$ cat config.mk
export PLATFORM = sky130hd
export DESIGN_NAME = consecutive_run_condenser_core
export DESIGN_NICKNAME = d
export VERILOG_FILES = /design/src/hdl/crc_pkg.sv /design/src/hdl/consecutive_run_condenser_core.sv
export SDC_FILE = /design/constraint.sdc
export NUM_CORES = 1
export LEC_CHECK = 0
export BUFFER_PORTS_ARGS = -buffer_cell sky130_fd_sc_hd__buf_4
export CAP_MARGIN = 20
export CORE_ASPECT_RATIO = 0.75
export CORE_MARGIN = 5
export CORE_UTILIZATION = 50
export CTS_CLUSTER_DIAMETER = 150
export DETAILED_ROUTE_END_ITERATION = 10
export PLACE_DENSITY = 0.72
export REMOVE_ABC_BUFFERS = 1
export SLEW_MARGIN = 15
export SYNTH_ARGS = -nofsm -noshare
export SYNTH_HDL_FRONTEND = slang
export SYNTH_SLANG_ARGS = --single-unit
$ cat constraint.sdc
create_clock -name clk_i -period 6.1 [get_ports clk_i]
set_input_delay 0.915 -clock clk_i [delete_from_list [all_inputs] [get_ports clk_i]]
set_output_delay 0.915 -clock clk_i [all_outputs]
set_load 0.005 [all_outputs]
$ cat src/hdl/crc_pkg.sv
// Package for the consecutive run condenser: payload structs, emission record and constants.
// Depends on nothing; used by consecutive_run_condenser_core.
`default_nettype none

package crc_pkg;

  // One input request: a stream byte and its end-of-stream flag.
  typedef struct packed {
    logic [7:0] data_byte;
    logic       end_of_stream;
  } in_req_t;

  // One result request: an emitted byte and the flag on the last result of an item.
  typedef struct packed {
    logic [7:0] out_byte;
    logic       out_last;
  } out_req_t;

  // Result bytes produced by one input item, slot 0 goes out first.
  localparam int unsigned MaxResults = 6;

  typedef struct packed {
    logic [MaxResults-1:0][7:0] bytes;
    logic [2:0]                 count;
  } emit_t;

  localparam logic [7:0] DotChar = 8'd46;
  localparam logic [1:0] LenSat  = 2'd3;
  localparam logic [1:0] MinRun  = 2'd3;
  localparam logic       StepReset = 1'b1;

endpackage

`default_nettype wire

$ cat src/hdl/consecutive_run_condenser_core.sv
// Consecutive run condenser: top level with run tracking and a six-byte result buffer.
// Depends on crc_pkg for the payload structs, emission record and constants.
`default_nettype none

// Channel   Direction  Handshake                 Payload
// in        input      in_valid_i / in_ready_o   crc_pkg::in_req_t  (data_byte, end_of_stream)
// out       output     out_valid_o / out_ready_i crc_pkg::out_req_t (out_byte, out_last)
// cfg       input      cfg_we_i (no wait)        cfg_wdata_i        (run_step)
//
// A request is processed in the cycle it is accepted: the run registers update and every result
// byte it causes is loaded into the result buffer at once. The buffer then drains one byte per
// cycle while the output is ready. An item causes up to six result bytes, and one that causes
// none leaves the input open; otherwise the next request is taken in the cycle the final buffered
// byte leaves. Reset puts the run step at 1, clears the pending run and empties the buffer.
// A stall on the output side holds the buffer and, once it is down to its last byte, the input.

module consecutive_run_condenser_core (
  input  wire logic              clk_i,
  input  wire logic              rst_ni,
  input  wire logic              in_valid_i,
  output logic                   in_ready_o,
  input  wire crc_pkg::in_req_t  in_data_i,
  output logic                   out_valid_o,
  input  wire logic              out_ready_i,
  output crc_pkg::out_req_t      out_data_o,
  input  wire logic              cfg_we_i,
  input  wire logic              cfg_wdata_i
);

  // Run state: first and latest byte of the pending run and its saturating length,
  // where a length of zero means no run is pending.
  logic       step_q;
  logic [7:0] first_q, first_d;
  logic [7:0] prev_q, prev_d;
  logic [1:0] len_q, len_d;

  // Result buffer: slot 0 is the byte on the output, the rest shift down as bytes are taken.
  logic [crc_pkg::MaxResults-1:0][7:0] buf_q, buf_d;
  logic [2:0]                          cnt_q, cnt_d;

  logic           in_acc;
  logic           out_acc;
  logic           extend;
  logic [8:0]     next_expected;
  logic [1:0]     len_ext;
  crc_pkg::emit_t emit;

  // Builds the printed form of a run: condensed with three dots when long enough,
  // otherwise its bytes one by one, and nothing for an empty run.
  function automatic crc_pkg::emit_t emit_run(logic [7:0] first, logic [7:0] last,
                                              logic [1:0] len);
    crc_pkg::emit_t r;
    r.bytes = '0;
    r.count = 3'd0;
    if (len >= crc_pkg::MinRun) begin
      r.bytes[0] = first;
      r.bytes[1] = crc_pkg::DotChar;
      r.bytes[2] = crc_pkg::DotChar;
      r.bytes[3] = crc_pkg::DotChar;
      r.bytes[4] = last;
      r.count    = 3'd5;
    end else if (len == 2'd2) begin
      r.bytes[0] = first;
      r.bytes[1] = last;
      r.count    = 3'd2;
    end else if (len == 2'd1) begin
      r.bytes[0] = first;
      r.count    = 3'd1;
    end
    return r;
  endfunction

  assign out_acc     = out_valid_o && out_ready_i;
  // The input may load the buffer once it is empty or its last byte leaves in this cycle.
  assign in_ready_o  = (cnt_q == 3'd0) || ((cnt_q == 3'd1) && out_ready_i);
  assign in_acc      = in_valid_i && in_ready_o;

  assign out_valid_o         = (cnt_q != 3'd0);
  assign out_data_o.out_byte = buf_q[0];
  assign out_data_o.out_last = (cnt_q == 3'd1);

  // The run extends only on an exact step, without wrapping past 255.
  assign next_expected = {1'b0, prev_q} + {8'd0, step_q};
  assign extend        = (len_q != 2'd0) && (next_expected == {1'b0, in_data_i.data_byte});
  assign len_ext       = (len_q == crc_pkg::LenSat) ? len_q : len_q + 2'd1;

  always_comb begin
    first_d = first_q;
    prev_d  = prev_q;
    len_d   = len_q;
    emit    = '0;
    if (extend) begin
      prev_d = in_data_i.data_byte;
      len_d  = len_ext;
      if (in_data_i.end_of_stream) begin
        emit  = emit_run(first_q, in_data_i.data_byte, len_ext);
        len_d = 2'd0;
      end
    end else begin
      // The broken run goes out first, then the new one-byte run if the stream ends here.
      emit    = emit_run(first_q, prev_q, len_q);
      first_d = in_data_i.data_byte;
      prev_d  = in_data_i.data_byte;
      len_d   = 2'd1;
      if (in_data_i.end_of_stream) begin
        emit.bytes[emit.count] = in_data_i.data_byte;
        emit.count             = emit.count + 3'd1;
        len_d                  = 2'd0;
      end
    end
  end

  always_comb begin
    buf_d = buf_q;
    cnt_d = cnt_q;
    if (in_acc) begin
      // Loading happens only when the buffer is empty or emptying, so it replaces the contents.
      buf_d = emit.bytes;
      cnt_d = emit.count;
    end else if (out_acc) begin
      buf_d = buf_q >> 8;
      cnt_d = cnt_q - 3'd1;
    end
  end

  always_ff @(posedge clk_i or negedge rst_ni) begin
    if (!rst_ni) begin
      step_q  <= crc_pkg::StepReset;
      first_q <= 8'd0;
      prev_q  <= 8'd0;
      len_q   <= 2'd0;
      cnt_q   <= 3'd0;
    end else begin
      if (cfg_we_i) begin
        step_q <= cfg_wdata_i;
      end
      if (in_acc) begin
        first_q <= first_d;
        prev_q  <= prev_d;
        len_q   <= len_d;
      end
      cnt_q <= cnt_d;
    end
  end

  always_ff @(posedge clk_i) begin
    buf_q <= buf_d;
  end

  // The buffer never holds more than one item's worth of results.
  assert property (@(posedge clk_i) disable iff (!rst_ni)
    cnt_q <= 3'd6)
    else $error("result buffer count out of range");

  // The end of the stream always flushes something and leaves no run pending.
  assert property (@(posedge clk_i) disable iff (!rst_ni)
    (in_acc && in_data_i.end_of_stream) |=> (out_valid_o && (len_q == 2'd0)))
    else $error("end of stream did not flush the pending run");

  // Any other byte leaves a run pending.
  assert property (@(posedge clk_i) disable iff (!rst_ni)
    (in_acc && !in_data_i.end_of_stream) |=> (len_q != 2'd0))
    else $error("byte without end of stream left no pending run");

  // A byte that only extends a run, without ending the stream, causes no result.
  assert property (@(posedge clk_i) disable iff (!rst_ni)
    (in_acc && extend && !in_data_i.end_of_stream) |=> !out_valid_o)
    else $error("extending byte produced a result");

endmodule

`default_nettype wire

# Yosys cells after proc, flatten, opt, wreduce, memory -nomap -nowiden
# Cells that the tools add are included.
# Widths: inputs -> output; s select.
word_totals:
  inputBits: 15
  ff_bits: 70
op_classes:
  bitwise: 1
  order_cmp: 4
  n_reduce_logical: 11
  eq_ne: 7
  addsub: 4
  n_mux: 26
ops:
  columns: ["cell", "n"]
  rows:
  - ["$mux 51", 2]
  - ["$mux 48", 2]
  - ["$mux 24", 3]
  - ["$mux 19", 3]
  - ["$bwmux 48", 1]
  - ["$mux 11", 4]
  - ["$mux 43", 1]
  - ["$demux 8 s3", 1]
  - ["$mux 8", 3]
  - ["$add 8x1->9", 1]
  - ["$eq 9x8->1", 1]
  - ["$eq 2x2->1 const B", 3]
  - ["$mux 2", 3]
  - ["$mux 3", 2]
  - ["$logic_and 1x1->1", 5]
  - ["$eq 2x1->1 const B", 2]
  - ["$ge 2x2->1 const B", 2]
  - ["$lt 3x4->1 const B", 1]
  - ["$reduce_bool 2->1", 2]
  - ["$add 3x1->3 const B", 1]
  - ["$eq 3x1->1 const B", 1]
  - ["$ge 3x1->1 const B", 1]
  - ["$logic_not 3->1", 1]
  - ["$reduce_bool 3->1", 1]
  - ["6 further kinds", 6]

# Depth between registers and ports, before layout
logic_depth:
  word_depth: 13
  depth_mapped: 10

# Worst setup path before layout
# Ideal clock, no wire load.
synth_timing:
  path_type: "input to register"
  start: "in in_data_i[7] (netlist name)"
  end: "reg buf_q[34] (netlist name) (data pin)"
  slack_ns: 3.343
  arrival_ns: 2.496
  path_stages: 9
  n_path_buf: 3
  required_time_ns: 5.839
  setup_ns: 0.261
  cell_sequence: "buf_1 > nor4bb_1 > o211ai_1 > o211ai_1 > and4_1 > buf_4 > and2_1 > buf_4 > a221o_1"
synth_lines:
  columns: ["element", "line_no", "rtl"]
  rows:
  - ["from (decl)", "consecutive_run_condenser_core.sv:22", "input wire crc_pkg::in_req_t in_data_i,"]
  - ["to (signal assigned)", "consecutive_run_condenser_core.sv:147", "buf_q <= buf_d;"]
  - ["to (decl)", "consecutive_run_condenser_core.sv:38", "logic [crc_pkg::MaxResults-1:0][7:0] buf_q, buf_d;"]

==> metrics.txt <==
Worst EP required=6.20 ns; Multi-input gate area=1500 um^2; CTS clk-pin slew, worst paths=around 0.080 ns; largest net degree at the start of global routing=51; Min-Delay Path Class=input pin to asynchronous set/reset pin; Rows=27; H-tree Lvls=3; outcome=finished, final reports clean; CTS root buffer=clkbuf_8; Detailed Route Iter0 Violations=171; hold_buf cts=0; final net count=between 300 and 400; mapped cell area=~3700 um^2; global route overflow=0; post-cts sizing count=0; highest-delay cell along the critical path=and4_1; maximum clock frequency=between 0.3 and 0.4 GHz; Crit. End Element=flip-flop; die area=between 9000 and 10000 um^2; CP most frequent cell=ha_1; Seq/Total Area, Yosys=a little over half; arrival time at the worst endpoint=3.32 ns; Tcrit/Tclk final=between 50% and 60%; Top FF cell, synth=edfxtp_1; reg2reg start=step_q$_DFFE_PN1P_; area delta synth->final=10.2%; vias per cell=between 5 and 6; die width=about 110 um; crit path launch type=flip-flop; worst-case clock buffer depth=2; GRT Total Usage=18.8%; IO Count=26; Yosys top cell by area=edfxtp_1; CTS sink count=70; CTS tree=done; worst-path cell chain=ha_1, ha_1, nand2_1, a211o_1, nor4_4, and4_1, nor2_2, a221o_1; WL final=just over 8000 um; reg2reg end=buf_q[33]$_DFFE_PP_; FF+latch count, synth=70; ant diodes=0; commonest cells in the netlist=nand2_1 (49), edfxtp_1 (48), nor2_1 (23); fraction of layout cells with a size suffix above 1=between 10% and 20%; endpoints failing setup=0; Slew HR=between 20 and 30%; path depth of the worst reg2reg path=8; worst setup margin=roughly 2.9 ns; IO buf count=25; dpl ws=2.74 ns; Die Y=~85 um; TritonCTS buffer count=9; EDFF count, synth=between 40 and 50; DRC errors left=0; Final Hold Vio Count=0; total power=roughly 2.0 mW; Mapped Cells=340; post-synth top area share=a little under 40%; RSZ-0062 raised after global routing=no; fin crit period=3.23 ns; most common cell in the netlist=nand2_1; Peak supply drop=around 0.00019 V; synth top area cells=edfxtp_1 (39%), dfrtp_1 (14%), nand2_1 (5.0%); pins over their slew limit=0; Reg area=1990 um^2; Buf/Inv on CP=0; MaxCap Viol Count=0; total of warnings raised by yosys=0; ys async rst share=between 30% and 40%; first-pass GRT wire length=13300 um; Placer Congestion=0.940; First-pass DRT Iterations=5; Initial Util=50.8%; critical path type=flip-flop to flip-flop; Vias=about 2700; Post-CTS Setup Repair Bufs=0; wire length per cell=18.4 um; Synth cell types=50; flop-to-flop setup slack=2.87 ns; initial antenna violation count=0; design area=4090 um^2; CP Max Fanout=15; Crit path largest cell delay=0.62 ns; Fill cells=650; skew final=a little over 0.006 ns; leakage power=between 1.5 and 2 nW; Final HPWL DP=~5500 um; Syn Area/Cell=10.9 um^2; number of global-route vias before repair=around 2500; Worst path top cell family by delay=simple AND/OR/NAND/NOR gates; Skew-Pair Late Insertion Delay=about 0.35 ns; Power Dens Cells=501 nW/um^2; antenna viol nets, final=0; CORE AREA=~7300 um^2; measured slew at the worst slew-check pin=1.06 ns; setup TNS=0 ns; dpl cell area=roughly 3800 um^2
## power by group
| part | leakage (nW) | switching (mW) | internal (mW) | total, mW |
|---|---|---|---|---|
| sequential | 0.749 | 0.146 | 0.765 | 0.911 |
| combinational | 0.733 | 0.384 | 0.294 | 0.678 |
| clock | 0.124 | 0.185 | 0.274 | 0.458 |
## cell type report
| type | count | share of cell area, % |
|---|---|---|
| Clock buffer | 9 | 3.03 |
| Clock inverter | 7 | 2.97 |
| Inverter | 6 | 0.551 |
| Multi-Input combinational cell | 229 | 36.6 |
| Sequential cell | 70 | 48.8 |
| Tap cell | 101 | 3.09 |
| Timing Repair Buffer | 27 | 4.96 |
## logic make-up (layout without fill, tap and decap cells)
family | after synthesis | in the layout | share of synthesized area (%)
simple gates | 129 | 129 | 17.3
compound gates | 76 | 76 | 15.6
mux | 11 | 11 | 3.27
xor+xnor | 8 | 8 | 2.29
fa+ha+maj | 5 | 5 | 1.69
buf+inv | 41 | 49 | 6.04
flops | 70 | 70 | 53.8
## placed cells by master (no fill, tap or decap), types with 3 or more instances in the layout
cell type   n
nand2_1    49
a31oi_1     5
dfrtp_1    21
a21oi_1    21
clkbuf_8    9
a211o_1    10
inv_1       4
a32oi_1     4
nor2_1     23
and2_1     13
ha_1        5
nand3_1    11
nor3_1     11
mux2_1      8
edfxtp_1   48
and3_1      4
o21ai_1     5
or3_1       4
a221o_1    16
bufinv_16   3
buf_4      27
xor2_1      4
o211ai_1    3
o31ai_1     5
## state kept, by name (all words and copies together) (netlist names)
name	cells
out_data_o	8
len_q	2
prev_q	8
step_q	1
cnt_q	3
first_q	8
buf_q	40
## layer usage
metal | global-route usage (%) | share of wire [%] | vias up
met1 | 29.0 | 49 | 1287
met5 | 0 | 0 | -
li1 | - | - | 1255
met3 | 4.53 | 6.8 | 9
met2 | 25.5 | 43 | 108
met4 | 6.46 | 1.4 | 0
## metrics by stage
| step | instances | util [%] | hold slack (ns) |
|---|---|---|---|
| 2_1_floorplan | 305 | - | 0.466 |
| 3_3_place_gp | 433 | 52.6 | 0.478 |
| 4_1_cts | 449 | 56.0 | 0.453 |
| 5_1_grt | 449 | 56.0 | 0.468 |
| 3_5_place_dp | 433 | 52.6 | 0.484 |
| 6_report | 449 | 56.0 | 0.452 |
## worst max path at each step
| stage | from | endpoint | cells past startpoint |
|---|---|---|---|
| CTS | step_q$_DFFE_PN1P_ | buf_q[33]$_DFFE_PP_ | 8 |
| detailed placement | out_ready_i | buf_q[33]$_DFFE_PP_ | 7 |
| global route | step_q$_DFFE_PN1P_ | buf_q[33]$_DFFE_PP_ | 8 |
| finish | step_q$_DFFE_PN1P_ | buf_q[33]$_DFFE_PP_ | 8 |
| floorplan | out_ready_i | buf_q[32]$_DFFE_PP_ | 5 |
| global placement | out_ready_i | buf_q[38]$_DFFE_PP_ | 7 |
(Power assumes the default switching activity.)
